<file path="config.mk">
export PLATFORM = sky130hd
export DESIGN_NAME = rail_fence_cipher_core
export DESIGN_NICKNAME = d
export VERILOG_FILES = /design/src/rtl/core/rfc_pkg.sv /design/src/rtl/core/rfc_ctrl.sv /design/src/rtl/core/rfc_datapath.sv /design/src/rtl/core/rail_fence_cipher_core.sv
export VERILOG_INCLUDE_DIRS = /design/src /design/src/rtl/core
export SDC_FILE = /design/constraint.sdc
export NUM_CORES = 1
export LEC_CHECK = 0
export BUFFER_PORTS_ARGS = -buffer_cell sky130_fd_sc_hd__buf_2
export CAP_MARGIN = 20
export CORE_UTILIZATION = 35
export DETAILED_ROUTE_END_ITERATION = 8
export GPL_ROUTABILITY_DRIVEN = 0
export SYNTH_ARGS = -nofsm -noshare
export SYNTH_HDL_FRONTEND = slang
export SYNTH_SLANG_ARGS = --single-unit
</file>
<file path="constraint.sdc">
create_clock -name clk -period 4.65 [get_ports clk]
set_clock_uncertainty 0.15 [all_clocks]
set_input_delay 0.6975 -clock clk [delete_from_list [all_inputs] [get_ports clk]]
set_output_delay 0.6975 -clock clk [all_outputs]
set_load 0.02 [all_outputs]
</file>
<file path="src/rtl/core/rail_fence_cipher_core_defines.svh">
// Assertion macros shared by the rail fence cipher core.
`ifndef RAIL_FENCE_CIPHER_CORE_DEFINES_SVH
`define RAIL_FENCE_CIPHER_CORE_DEFINES_SVH

`ifndef ASSERT_OFF
`define RFC_ASSERT_IMPLIES(label, clk, rst_n, ante, cons) \
    label: assert property (@(posedge clk) disable iff (!rst_n) (ante) |-> (cons)) \
        else $error("implication check failed");
`define RFC_ASSERT_NEXT(label, clk, rst_n, ante, cons) \
    label: assert property (@(posedge clk) disable iff (!rst_n) (ante) |=> (cons)) \
        else $error("next-cycle check failed");
`else
`define RFC_ASSERT_IMPLIES(label, clk, rst_n, ante, cons)
`define RFC_ASSERT_NEXT(label, clk, rst_n, ante, cons)
`endif

`endif

</file>
<file path="src/rtl/core/rfc_pkg.sv">
`default_nettype none

package rfc_pkg;

    localparam int MAX_LEN   = 64;
    localparam int MAX_RAILS = 16;

    localparam int DATA_W  = 8;
    localparam int RAILS_W = 5;
    localparam int ADDR_W  = $clog2(MAX_LEN);
    localparam int CNT_W   = $clog2(MAX_LEN + 1);
    localparam int ROW_W   = $clog2(MAX_RAILS);
    localparam int STEP_W  = $clog2(2 * MAX_RAILS - 1);
    localparam int POS_W   = $clog2(MAX_LEN + 2 * MAX_RAILS);

    localparam logic [RAILS_W-1:0] RAILS_MIN   = RAILS_W'(2);
    localparam logic [RAILS_W-1:0] RAILS_MAX   = RAILS_W'(MAX_RAILS);
    localparam logic [RAILS_W-1:0] RAILS_RESET = RAILS_W'(2);

    // Configuration register indexes
    typedef enum logic [0:0] {
        REG_RAILS  = 1'b0,
        REG_DECRYPT = 1'b1
    } rfc_reg_t;

    typedef enum logic [1:0] {
        ST_LOAD,
        ST_PERMUTE,
        ST_DRAIN,
        ST_EMIT
    } rfc_state_t;

    typedef struct packed {
        logic accept_en;
        logic walk_init;
        logic walk_step;
        logic emit_en;
    } rfc_cmd_t;

    typedef struct packed {
        logic last_xfer;
        logic walk_last;
        logic emit_last;
    } rfc_status_t;

endpackage

`default_nettype wire

</file>
<file path="src/rtl/core/rfc_ctrl.sv">
`default_nettype none

module rfc_ctrl (
    input  wire                  clk,
    input  wire                  rst_n,
    input  rfc_pkg::rfc_status_t status,
    output rfc_pkg::rfc_cmd_t    cmd
);
    import rfc_pkg::*;

    rfc_state_t state_reg;
    rfc_state_t state_next;

    always_ff @(posedge clk or negedge rst_n)
    begin
        if (!rst_n)
        begin
            state_reg <= ST_LOAD;
        end
        else
        begin
            state_reg <= state_next;
        end
    end

    always_comb
    begin
        state_next = state_reg;
        unique case (state_reg)
            ST_LOAD:
            begin
                if (status.last_xfer)
                begin
                    state_next = ST_PERMUTE;
                end
            end
            ST_PERMUTE:
            begin
                if (status.walk_last)
                begin
                    state_next = ST_DRAIN;
                end
            end
            ST_DRAIN:
            begin
                state_next = ST_EMIT;
            end
            ST_EMIT:
            begin
                if (status.emit_last)
                begin
                    state_next = ST_LOAD;
                end
            end
            default:
            begin
                state_next = ST_LOAD;
            end
        endcase
    end

    always_comb
    begin
        cmd = '0;
        unique case (state_reg)
            ST_LOAD:
            begin
                cmd.accept_en = 1'b1;
                cmd.walk_init = 1'b1;
            end
            ST_PERMUTE:
            begin
                cmd.walk_step = 1'b1;
            end
            ST_DRAIN:
            begin
                cmd = '0;
            end
            ST_EMIT:
            begin
                cmd.emit_en = 1'b1;
            end
            default:
            begin
                cmd = '0;
            end
        endcase
    end

endmodule

`default_nettype wire

</file>
<file path="src/rtl/core/rfc_datapath.sv">
`default_nettype none

module rfc_datapath (
    input  wire                                  clk,
    input  wire                                  rst_n,
    input  wire                                  cfg_we,
    input  wire  [0:0]                           cfg_addr,
    input  wire  [rfc_pkg::RAILS_W-1:0]          cfg_wdata,
    input  wire                                  s_axis_tvalid,
    output logic                                 s_axis_tready,
    input  wire  [rfc_pkg::DATA_W-1:0]           s_axis_tdata,
    input  wire                                  s_axis_tlast,
    output logic                                 m_axis_tvalid,
    input  wire                                  m_axis_tready,
    output logic [rfc_pkg::DATA_W-1:0]           m_axis_tdata,
    output logic                                 m_axis_tlast,
    output logic                                 m_axis_tuser,
    input  rfc_pkg::rfc_cmd_t                    cmd,
    output rfc_pkg::rfc_status_t                 status
);
    import rfc_pkg::*;

    logic [DATA_W-1:0] store_mem [MAX_LEN];
    logic [DATA_W-1:0] res_mem   [MAX_LEN];

    logic [RAILS_W-1:0] rails_reg;
    logic               decrypt_reg;
    logic [CNT_W-1:0]   count_reg,   count_next;
    logic               ovf_reg,     ovf_next;
    logic [ROW_W-1:0]   row_reg,     row_next;
    logic [POS_W-1:0]   pos_reg,     pos_next;
    logic               par_reg,     par_next;
    logic [ADDR_W-1:0]  k_reg,       k_next;
    logic [ADDR_W-1:0]  ecnt_reg,    ecnt_next;
    logic               wv_reg;
    logic [ADDR_W-1:0]  wa_reg;
    logic [DATA_W-1:0]  store_q_reg;
    logic               out_valid_reg, out_valid_next;
    logic [DATA_W-1:0]  out_byte_reg;
    logic               out_last_reg;
    logic               out_ovf_reg;

    logic               accept;
    logic               store_full;
    logic [RAILS_W-1:0] r_eff;
    logic               edge_row;
    logic [STEP_W-1:0]  step;
    logic [POS_W-1:0]   pos_sum;
    logic [ADDR_W-1:0]  rd_addr;
    logic [ADDR_W-1:0]  wr_addr;
    logic [CNT_W-1:0]   last_idx;
    logic               emit_issue;
    logic               emit_last;

    assign s_axis_tready = cmd.accept_en;
    assign accept        = s_axis_tvalid && cmd.accept_en;
    assign store_full    = (count_reg == CNT_W'(MAX_LEN));
    assign last_idx      = CNT_W'(count_reg - 1'b1);

    // Clamp the rail count into range
    always_comb
    begin
        priority if (rails_reg < RAILS_MIN)
        begin
            r_eff = RAILS_MIN;
        end
        else if (rails_reg > RAILS_MAX)
        begin
            r_eff = RAILS_MAX;
        end
        else
        begin
            r_eff = rails_reg;
        end
    end

    // Zigzag step for the current position on the current rail
    always_comb
    begin
        edge_row = (row_reg == '0) || (RAILS_W'(row_reg) == RAILS_W'(r_eff - 1'b1));
        priority if (edge_row)
        begin
            step = STEP_W'({r_eff, 1'b0} - (RAILS_W + 1)'(2));
        end
        else if (!par_reg)
        begin
            step = STEP_W'({RAILS_W'(r_eff - 1'b1 - RAILS_W'(row_reg)), 1'b0});
        end
        else
        begin
            step = STEP_W'({RAILS_W'(row_reg), 1'b0});
        end
    end

    assign pos_sum = pos_reg + POS_W'(step);
    assign rd_addr = decrypt_reg ? k_reg : pos_reg[ADDR_W-1:0];
    assign wr_addr = decrypt_reg ? pos_reg[ADDR_W-1:0] : k_reg;

    assign emit_issue = cmd.emit_en && (!out_valid_reg || m_axis_tready);
    assign emit_last  = emit_issue && (CNT_W'(ecnt_reg) == last_idx);

    assign status.last_xfer = accept && s_axis_tlast;
    assign status.walk_last = cmd.walk_step && (CNT_W'(k_reg) == last_idx);
    assign status.emit_last = emit_last;

    always_comb
    begin
        count_next = count_reg;
        ovf_next   = ovf_reg;
        if (accept)
        begin
            if (store_full)
            begin
                ovf_next = 1'b1;
            end
            else
            begin
                count_next = CNT_W'(count_reg + 1'b1);
            end
        end
        else if (emit_last)
        begin
            count_next = '0;
            ovf_next   = 1'b0;
        end
    end

    // Walk generator: advance along the rail, or drop to the next rail
    always_comb
    begin
        row_next  = row_reg;
        pos_next  = pos_reg;
        par_next  = par_reg;
        k_next    = k_reg;
        ecnt_next = ecnt_reg;
        if (cmd.walk_init)
        begin
            row_next  = '0;
            pos_next  = '0;
            par_next  = 1'b0;
            k_next    = '0;
            ecnt_next = '0;
        end
        else if (cmd.walk_step)
        begin
            k_next = ADDR_W'(k_reg + 1'b1);
            if (pos_sum >= POS_W'(count_reg))
            begin
                row_next = ROW_W'(row_reg + 1'b1);
                pos_next = POS_W'(POS_W'(row_reg) + 1'b1);
                par_next = 1'b0;
            end
            else
            begin
                pos_next = pos_sum;
                par_next = ~par_reg;
            end
        end
        else if (emit_issue)
        begin
            ecnt_next = ADDR_W'(ecnt_reg + 1'b1);
        end
    end

    always_comb
    begin
        out_valid_next = out_valid_reg;
        if (emit_issue)
        begin
            out_valid_next = 1'b1;
        end
        else if (m_axis_tready)
        begin
            out_valid_next = 1'b0;
        end
    end

    always_ff @(posedge clk or negedge rst_n)
    begin
        if (!rst_n)
        begin
            rails_reg     <= RAILS_RESET;
            decrypt_reg   <= 1'b0;
            count_reg     <= '0;
            ovf_reg       <= 1'b0;
            row_reg       <= '0;
            pos_reg       <= '0;
            par_reg       <= 1'b0;
            k_reg         <= '0;
            ecnt_reg      <= '0;
            wv_reg        <= 1'b0;
            out_valid_reg <= 1'b0;
        end
        else
        begin
            if (cfg_we)
            begin
                unique case (rfc_reg_t'(cfg_addr))
                    REG_RAILS:   rails_reg   <= cfg_wdata;
                    REG_DECRYPT: decrypt_reg <= cfg_wdata[0];
                    default:     rails_reg   <= rails_reg;
                endcase
            end
            count_reg     <= count_next;
            ovf_reg       <= ovf_next;
            row_reg       <= row_next;
            pos_reg       <= pos_next;
            par_reg       <= par_next;
            k_reg         <= k_next;
            ecnt_reg      <= ecnt_next;
            wv_reg        <= cmd.walk_step;
            out_valid_reg <= out_valid_next;
        end
    end

    // Message buffer: write on input transfer, read during the walk
    always_ff @(posedge clk)
    begin
        if (accept && !store_full)
        begin
            store_mem[count_reg[ADDR_W-1:0]] <= s_axis_tdata;
        end
        if (cmd.walk_step)
        begin
            store_q_reg <= store_mem[rd_addr];
            wa_reg      <= wr_addr;
        end
    end

    // Permuted buffer: written the cycle after the walk, read for output
    always_ff @(posedge clk)
    begin
        if (wv_reg)
        begin
            res_mem[wa_reg] <= store_q_reg;
        end
        if (emit_issue)
        begin
            out_byte_reg <= res_mem[ecnt_reg];
            out_last_reg <= emit_last;
            out_ovf_reg  <= ovf_reg;
        end
    end

    assign m_axis_tvalid = out_valid_reg;
    assign m_axis_tdata  = out_byte_reg;
    assign m_axis_tlast  = out_last_reg;
    assign m_axis_tuser  = out_ovf_reg;

endmodule

`default_nettype wire

</file>
<file path="src/rtl/core/rail_fence_cipher_core.sv">
// After the tlast input transfer the walk reads each message byte in turn, the last
//   write-back drains, and then the first output byte is read out.
// Messages go one at a time: load, permute and emit run in turn over two 64-byte
//   buffers with a single read port each; input resumes once the last byte is issued.
// Reset: control state and counters clear, rails returns to 2 and mode to encrypt;
//   buffer contents are left as they are.
`default_nettype none
`include "rail_fence_cipher_core_defines.svh"

module rail_fence_cipher_core (
    input  wire                          clk,
    input  wire                          rst_n,
    // Configuration write port: index 0 rails, index 1 decrypt_mode
    input  wire                          cfg_we,
    input  wire  [0:0]                   cfg_addr,
    input  wire  [rfc_pkg::RAILS_W-1:0]  cfg_wdata,
    // Message input
    input  wire                          s_axis_tvalid,
    output logic                         s_axis_tready,
    input  wire  [rfc_pkg::DATA_W-1:0]   s_axis_tdata,   // [7:0] data_byte
    input  wire                          s_axis_tlast,   // last_in
    // Permuted output
    output logic                         m_axis_tvalid,
    input  wire                          m_axis_tready,
    output logic [rfc_pkg::DATA_W-1:0]   m_axis_tdata,   // [7:0] out_byte
    output logic                         m_axis_tlast,   // out_last
    output logic                         m_axis_tuser    // [0] overflow
);
    import rfc_pkg::*;

    rfc_cmd_t    cmd;
    rfc_status_t status;

    // Sequencer: load, walk the zigzag, drain the write-back, emit
    rfc_ctrl u_ctrl (
        .clk    (clk),
        .rst_n  (rst_n),
        .status (status),
        .cmd    (cmd)
    );

    // Buffers, walk generator, registers and the output stage
    rfc_datapath u_datapath (
        .clk           (clk),
        .rst_n         (rst_n),
        .cfg_we        (cfg_we),
        .cfg_addr      (cfg_addr),
        .cfg_wdata     (cfg_wdata),
        .s_axis_tvalid (s_axis_tvalid),
        .s_axis_tready (s_axis_tready),
        .s_axis_tdata  (s_axis_tdata),
        .s_axis_tlast  (s_axis_tlast),
        .m_axis_tvalid (m_axis_tvalid),
        .m_axis_tready (m_axis_tready),
        .m_axis_tdata  (m_axis_tdata),
        .m_axis_tlast  (m_axis_tlast),
        .m_axis_tuser  (m_axis_tuser),
        .cmd           (cmd),
        .status        (status)
    );

    // Never take input while the walk is reading the buffer
    `RFC_ASSERT_IMPLIES(a_no_load_in_walk, clk, rst_n, cmd.walk_step, !s_axis_tready)
    // In the cycle after the final walk step, neither walk nor emit: the write-back drains
    `RFC_ASSERT_NEXT(a_drain_after_walk, clk, rst_n, status.walk_last, !cmd.walk_step && !cmd.emit_en)
    // Once the final byte is issued, return to loading
    `RFC_ASSERT_NEXT(a_load_after_emit, clk, rst_n, status.emit_last, cmd.accept_en)

endmodule

`default_nettype wire

</file>
After elaboration in Yosys (flattened, before gate mapping)

Memory sizes are Yosys's and may differ from the RTL's. A register that Yosys moved wholly into a read port is not among the register bits.
Cells that the tools add are included.

Bits in registers: 50
RAM bits: 1024
Bits of input ports: 20
Output and inout bits: 12
Memories: 2

Add/subtract/negate cells: 10
Magnitude comparators: 3
Equal/unequal tests: 13
Muxes and demuxes: 39
Bitwise gates (word level): 2
Reductions and logical operators: 24

Memories:

| memory               | depth | width | rd ports | clocked after Yosys merged registers in | wr ports | RTL line           | RTL |
|---|---|---|---|---|---|---|---|
| u_datapath.res_mem   | 64    | 8     | 1        | 1                                       | 1        | rfc_datapath.sv:24 | `logic [DATA_W-1:0] res_mem [MAX_LEN];` |
| u_datapath.store_mem | 64    | 8     | 1        | 1                                       | 1        | rfc_datapath.sv:23 | `logic [DATA_W-1:0] store_mem [MAX_LEN];` |

Operators by type and width:

| kind                                                                 | number |
|---|---|
| 6-bit 2-to-1 mux                                                     | 7 |
| 7-bit 2-to-1 mux                                                     | 6 |
| 5-bit 2-to-1 mux                                                     | 4 |
| 6-bit by 7-bit equality test with 1-bit output                       | 2 |
| 1-bit 2-to-1 mux                                                     | 14 |
| 6-bit by 1-bit adder with 6-bit output, second input constant        | 2 |
| 4-bit 2-to-1 mux                                                     | 3 |
| 2-bit AND reduction                                                  | 6 |
| 2-bit != test, second input constant                                 | 5 |
| 2-bit nonzero test                                                   | 5 |
| 2-bit 2-to-1 mux                                                     | 4 |
| 2-bit one-hot mux with 4 select lines                                | 1 |
| 7-bit by 1-bit adder with 7-bit output, second input constant        | 1 |
| 7-bit by 5-bit adder with 7-bit output                               | 1 |
| 7-bit equality test, second input constant                           | 1 |
| 7-bit >= comparator                                                  | 1 |
| 7-bit by 1-bit subtractor with 7-bit output, second input constant   | 1 |
| 1-bit logical AND                                                    | 6 |
| 4-bit by 1-bit adder with 5-bit output, second input constant        | 1 |
| 4-bit by 5-bit equality test with 1-bit output                       | 1 |
| 5-bit greater-than comparator, second input constant                 | 1 |
| 5-bit by 2-bit < comparator with 1-bit output, second input constant | 1 |
| 5-bit by 1-bit subtractor with 5-bit output, second input constant   | 1 |
| 5-bit by 2-bit subtractor with 5-bit output, second input constant   | 1 |
| other kinds (11)                                                     | 15 |

Logic depth before layout (Yosys ltp)

Word-level depth: 12
Depth in mapped cells: 25
Gate-level depth less buffers: 24

Hierarchy

A second synthesis with hierarchy kept.

Cell total of the unflattened synthesis: 3216
Area total of the unflattened synthesis: 47241.6 sq um

Modules (own cells, without submodules):

| module       | times used | cells an instance | area each (sq um) |
|---|---|---|---|
| rfc_datapath | 1          | 3200              | 47080.2 |
| rfc_ctrl     | 1          | 16                | 161.4 |

Least setup slack after synthesis

Ideal clock, no wire load.

Path type: reg-to-reg
From: register u_datapath.rails_reg[1]
To: register u_datapath.row_reg[2]
Setup time: 78 ps
Arrival: 4716 ps
Required time: 4422 ps
Path slack: -294 ps
Cell stages (with the launch flop): 23
Path buffers: 1
Period minus slack after synthesis: 4944 ps
Path through: dfstp_2 nor3_1 nor3b_1 inv_1 ha_1 xnor2_1 ha_1 nand3_1 a211o_1 o21ai_0 o21a_1 mux2_2 ha_1 a21oi_1 nor2b_1 o21ai_0 xnor2_1 ha_1 o211ai_1 o21a_1 clkbuf_1 or3_1 a21oi_1

Cells in the longest elaborated chain, start to end: 11

RTL lines:

| item                                                                               | RTL line                               | RTL |
|---|---|---|
| start: declaration                                                                 | rfc_datapath.sv:26                     | `logic [RAILS_W-1:0] rails_reg;` |
| start signal: assignment                                                           | rfc_datapath.sv:199                    | `REG_RAILS: rails_reg <= cfg_wdata;` |
| start signal: assignment                                                           | rfc_datapath.sv:201                    | `default: rails_reg <= rails_reg;` |
| 5-bit greater-than comparator                                                      | rfc_datapath.sv:67                     | `else if (rails_reg > RAILS_MAX)` |
| 5-bit 2-to-1 mux                                                                   | rfc_datapath.sv:67                     |  |
| 5-bit 2-to-1 mux *                                                                 | rfc_datapath.sv:63                     | `priority if (rails_reg < RAILS_MIN)` |
| 5-bit by 1-bit subtractor with 5-bit output                                        | rfc_datapath.sv:80                     | `edge_row = (row_reg == '0) \|\| (RAILS_W'(row_reg) == RAILS_W'(r_eff - 1'b1));` |
| 4-bit subtractor or 4-bit by 5-bit equality test with 1-bit output (tied branches) | rfc_datapath.sv:87, rfc_datapath.sv:80 |  |
| 5-bit 2-to-1 mux or 1-bit logical OR (tied branches)                               | rfc_datapath.sv:85, rfc_datapath.sv:80 |  |
| 5-bit 2-to-1 mux *                                                                 | rfc_datapath.sv:81                     | `priority if (edge_row)` |
| 7-bit by 5-bit adder with 7-bit output *                                           | rfc_datapath.sv:95                     | `assign pos_sum = pos_reg + POS_W'(step);` |
| 7-bit >= comparator *                                                              | rfc_datapath.sv:147                    | `if (pos_sum >= POS_W'(count_reg))` |
| 2-bit nonzero test (no line) *                                                     | --                                     |  |
| 2-bit AND reduction (no line) *                                                    | --                                     |  |
| end signal: assignment                                                             | rfc_datapath.sv:206                    | `row_reg <= row_next;` |
| end: declaration                                                                   | rfc_datapath.sv:30                     | `logic [ROW_W-1:0] row_reg, row_next;` |

Mark *: on every way between the ends. The rest lies on a longest branch, timed or not.
A chain may end at the register's enable or synchronous reset.

Worst setup path after layout

Same ends and word-level chain as after synthesis.

==> impl_summary.md <==
Synth
Sequential cells were found to cover 67.0% of the synthesized design area. Counting flops with an async set or reset pin after synthesis yields a share of 3.85%. The flip-flop and latch count after synthesis is 1090. The leading area contributor after synthesis is sky130_fd_sc_hd__edfxtp_1. The area of the mapped netlist is 0.0486 mm². In the synthesized netlist, the number of instances is 3176.

Sorting the synthesized cells by area gives the leading types as sky130_fd_sc_hd__edfxtp_1 (65%), sky130_fd_sc_hd__mux4_2 (7.7%), sky130_fd_sc_hd__a211oi_1 (6.0%), sky130_fd_sc_hd__dfrtp_1 (2.1%), sky130_fd_sc_hd__a21oi_1 (2.0%). The mean cell area of the mapped netlist is 15.3 µm². The commonest cells after synthesis are sky130_fd_sc_hd__edfxtp_1 (1048), sky130_fd_sc_hd__a211oi_1 (386), sky130_fd_sc_hd__nor2_1 (235). The count of distinct cell types in the synthesized netlist is 82. The prevailing post-synth register cell is sky130_fd_sc_hd__edfxtp_1. The most frequent cell after synthesis is sky130_fd_sc_hd__edfxtp_1. The top cell type by area accounts for 64.8% of the synthesized area. The number of enable-type register cells in the synthesized netlist is 1048.

The Yosys step of the flow raised 0 warnings. The number of nets in the synthesized netlist is 3224.

Routing
The number of nets with antenna violations after routing is 0. In this run, the number of DRC markers left after iteration 0 of detailed routing was 3288. For this block, the routed nets add up to 131000 µm of wire. The detailed-router iteration count before antenna repair is 6. The final routed wire length divided by cell count is 25.7 µm. The routed via count is 30.2k. The routed via count divided by cell count is 5.94. For this run, design rule violations remaining after detail routing come to 0.

Outcome
The final reports fail on negative setup slack. The run finished, with violations left.

Global routing
The maximum number of pins on one net before global-route repair is 138. The total global-route track usage is 18.3%. The number of antenna violations at the first check in global routing is 3. The final global-route overflow total is 0. The via count of the first global-routing pass is 29.3k.

The first global-routing pass estimated 194000 µm of wire.

Worst setup path
The worst reg-to-reg path cell count is 24. The worst setup path is launched from a flop. By startpoint and endpoint, the worst setup path is classified as reg -> reg. The launch instance of the worst register-to-register path is u_datapath.rails_reg[1]. STA puts the critical path data required time at 5.16 ns.

The worst register-to-register path has a setup slack of -0.12 ns. The launch point of the critical path is u_datapath.rails_reg[1]. The critical-path maximum fanout is 8. The critical path endpoint is u_datapath.row_reg[2]. In this run the critical register-to-register path is captured at u_datapath.row_reg[2].

For the worst setup path, the data arrival time is 5.29 ns. STA classifies the critical path endpoint as a flop.

Timing
The worst relative slew slack is 21.6%. The setup violation total in the final timing report is 12. The pin slew with the least headroom to its limit is 1.17 ns. The smallest setup slack after layout is -0.125 ns.

The final hold violation count is 0. The time the final worst path needs with I/O delays and setup is 4.77 ns. The fmax is 209 MHz. The count of pins over their slew limit is 0. Setup repair after global routing could not meet its margin everywhere. Dividing the final minimum period by the clock period gives 103%. The summed negative setup slack over all endpoints is -0.971 ns.

Placed design
The HPWL reported at the end of detailed placement is 77800 µm. The quantity of I/O buffers inserted on ports is 31. In this run, placement finished with an instance count of 4859. After detailed placement, the total cell area comes to 0.0508 mm².

Layout
For this run, the share of the core covered by cells in the final layout is 39.7%. The sequential cells in the finished layout cover a total of 0.0325 mm². The final net count is 3237.

In the final layout, the share of cells above drive strength 1 is 17.1%. The summed area of non-filler cells in the final layout is 0.0546 mm². The antenna diode count is 0. The area growth from synthesis to layout is 12.5%. After filler insertion, the fill cell instance count of the layout stands at 12.4k. The non-filler instance count after layout is 5081.

The multi-input combinational cells in the finished layout cover a total of 0.0146 mm².

Floorplan
The number of standard-cell rows in the floorplan is 136. From left edge to right edge, the die measures 375 µm. The overall die area is 0.140 mm².

The placeable core area is 0.138 mm². 32 I/O pins were placed. The die outline height is 375 µm. The starting utilization of the core area is 35.3%.

Clocking
The clock tree from TritonCTS is built. The root buffer cell is sky130_fd_sc_hd__clkbuf_16. Counting every sink on the clock net gives 1090. After clock tree synthesis, the clock-pin slew on the worst setup and hold paths is 0.06 ns.

The longest clock path from root to sink contains 3 buffers. The number of buffers created by CTS is 113. In this run the number of H-tree levels came out at 3. At the later pin of the worst-skew pair, clock insertion delay measures 0.74 ns.

Flow run
Across the run, the number of max-cap violations was 0.

Power and ir drop
The maximum VDD drop is 363 µV. The total power per unit cell area is 569 mW/mm². The design draws 31.1 mW.

The static power due to leakage is 17.0 nW.

Min path
The path type of the worst min-delay path is in -> reg.
[worst min path at each step]
stage	slack, ns	cells past startpoint	startpoint	endpoint
3_3_place_gp	0.37	1	rst_n	u_datapath.rails_reg[2]
3_5_place_dp	0.37	1	rst_n	u_datapath.rails_reg[2]
5_1_grt	0.04	2	cfg_wdata[2]	u_datapath.rails_reg[2]
2_1_floorplan	0.25	0	rst_n	u_ctrl.state_reg[0]
4_1_cts	0.03	2	cfg_wdata[2]	u_datapath.rails_reg[2]
6_report	0.07	2	cfg_wdata[2]	u_datapath.rails_reg[2]
[cell families (layout without fill, tap and decap cells)]
group	Yosys count	count (layout)	share of synthesized area (%)
DFF	1090	1090	67.0
AOI/OAI and AO/OA	1033	1033	15.6
and+or+nand+nor	489	489	4.65
buffers and inverters	321	432	3.31
muxes	183	183	8.10
xor gates and xnor gates	32	32	0.636
adders and majority gates	28	28	0.752
[worst max-delay path, stage by stage, from the launching register on]
cell                       delay [ns]
sky130_fd_sc_hd__dfstp_2         0.54
sky130_fd_sc_hd__nor3_2          0.04
sky130_fd_sc_hd__nor3b_2         0.19
sky130_fd_sc_hd__inv_1           0.07
sky130_fd_sc_hd__ha_2            0.20
sky130_fd_sc_hd__xnor2_2         0.14
sky130_fd_sc_hd__ha_1            0.32
sky130_fd_sc_hd__nand3_2         0.08
sky130_fd_sc_hd__a211o_1         0.26
sky130_fd_sc_hd__o21ai_1         0.13
sky130_fd_sc_hd__o21a_2          0.22
sky130_fd_sc_hd__a211oi_2        0.05
sky130_fd_sc_hd__a21oi_2         0.14
sky130_fd_sc_hd__ha_2            0.20
sky130_fd_sc_hd__inv_2           0.04
sky130_fd_sc_hd__fa_2            0.36
sky130_fd_sc_hd__inv_1           0.07
sky130_fd_sc_hd__a21o_1          0.11
sky130_fd_sc_hd__a21oi_1         0.07
sky130_fd_sc_hd__xnor2_1         0.15
sky130_fd_sc_hd__ha_1            0.31
sky130_fd_sc_hd__o211ai_1        0.12
sky130_fd_sc_hd__o21a_4          0.26
sky130_fd_sc_hd__or3_1           0.35
sky130_fd_sc_hd__a21oi_1         0.13
[metrics by stage]
step	setup slack, ns	hold WS (ns)
2_1_floorplan	-0.0181	0.252
3_3_place_gp	-0.267	0.372
3_5_place_dp	-0.269	0.372
4_1_cts	-0.118	0.0343
5_1_grt	-0.453	0.0449
6_report	-0.125	0.0745
[layout make-up]
| type | instances | area share, % |
|---|---|---|
| Clock buffer | 144 | 5.43 |
| Multi-Input combinational cell | 1765 | 26.8 |
| Clock inverter | 69 | 1.07 |
| Inverter | 58 | 0.435 |
| Sequential cell | 1090 | 59.6 |
| Tap cell | 1794 | 4.11 |
| Timing Repair Buffer | 161 | 2.59 |
[layer usage]
layer  routed length, µm  part of all wire [%]  global-route usage (%)
met1               56200                    43                    25.7
met2               61500                    47                    28.9
met5                  27                 0.021                       0
met3                9520                   7.3                    3.43
met4                3420                   2.6                    5.54
[timing repair]
item / in CTS / in global routing
setup endpoints to repair: 12 / 12
pin swaps: 11 / 6
hold buffers: 2 / 0
gates resized for setup: 17 / 14
setup buffers: 4 / 2
endpoints found under the hold margin: 46 / 0
[cells in the final DEF, fill, tap and decap left out, types with 12 or more instances in the layout]
cell type	Yosys	final
sky130_fd_sc_hd__a21o_1	41	41
sky130_fd_sc_hd__or4_1	14	14
sky130_fd_sc_hd__clkbuf_16	0	114
sky130_fd_sc_hd__o211ai_1	33	33
sky130_fd_sc_hd__a21oi_1	194	190
sky130_fd_sc_hd__a211oi_1	386	384
sky130_fd_sc_hd__nand4_1	16	16
sky130_fd_sc_hd__a22oi_1	18	18
sky130_fd_sc_hd__buf_12	0	18
sky130_fd_sc_hd__o21ai_0	27	24
sky130_fd_sc_hd__clkinv_1	1	33
sky130_fd_sc_hd__o31ai_1	13	12
sky130_fd_sc_hd__o221ai_1	22	22
sky130_fd_sc_hd__o22ai_1	18	18
sky130_fd_sc_hd__nor2b_1	13	12
sky130_fd_sc_hd__o41ai_1	63	63
sky130_fd_sc_hd__ha_1	26	19
sky130_fd_sc_hd__a311o_1	28	28
sky130_fd_sc_hd__o21bai_1	92	92
sky130_fd_sc_hd__nand2b_1	29	29
sky130_fd_sc_hd__inv_1	51	49
sky130_fd_sc_hd__xnor2_1	20	18
sky130_fd_sc_hd__buf_2	111	31
sky130_fd_sc_hd__nand2_1	81	81
sky130_fd_sc_hd__nor2_1	235	235
sky130_fd_sc_hd__clkinv_2	1	19
sky130_fd_sc_hd__dfrtp_1	41	34
sky130_fd_sc_hd__nor3_1	27	26
sky130_fd_sc_hd__buf_4	27	104
sky130_fd_sc_hd__nand3_1	29	27
sky130_fd_sc_hd__a311oi_1	16	16
sky130_fd_sc_hd__mux4_2	167	167
sky130_fd_sc_hd__clkbuf_1	78	30
sky130_fd_sc_hd__edfxtp_1	1048	1048
[power by group]
part | internal, mW | total [mW] | switching [mW]
clock network | 4.81 | 8.68 | 3.87
logic | 3.81 | 9.97 | 6.16
registers | 11.8 | 12.4 | 0.628
total | 20.4 | 31.1 | 10.7
Note: power is estimated with default switching activity, not from simulation.
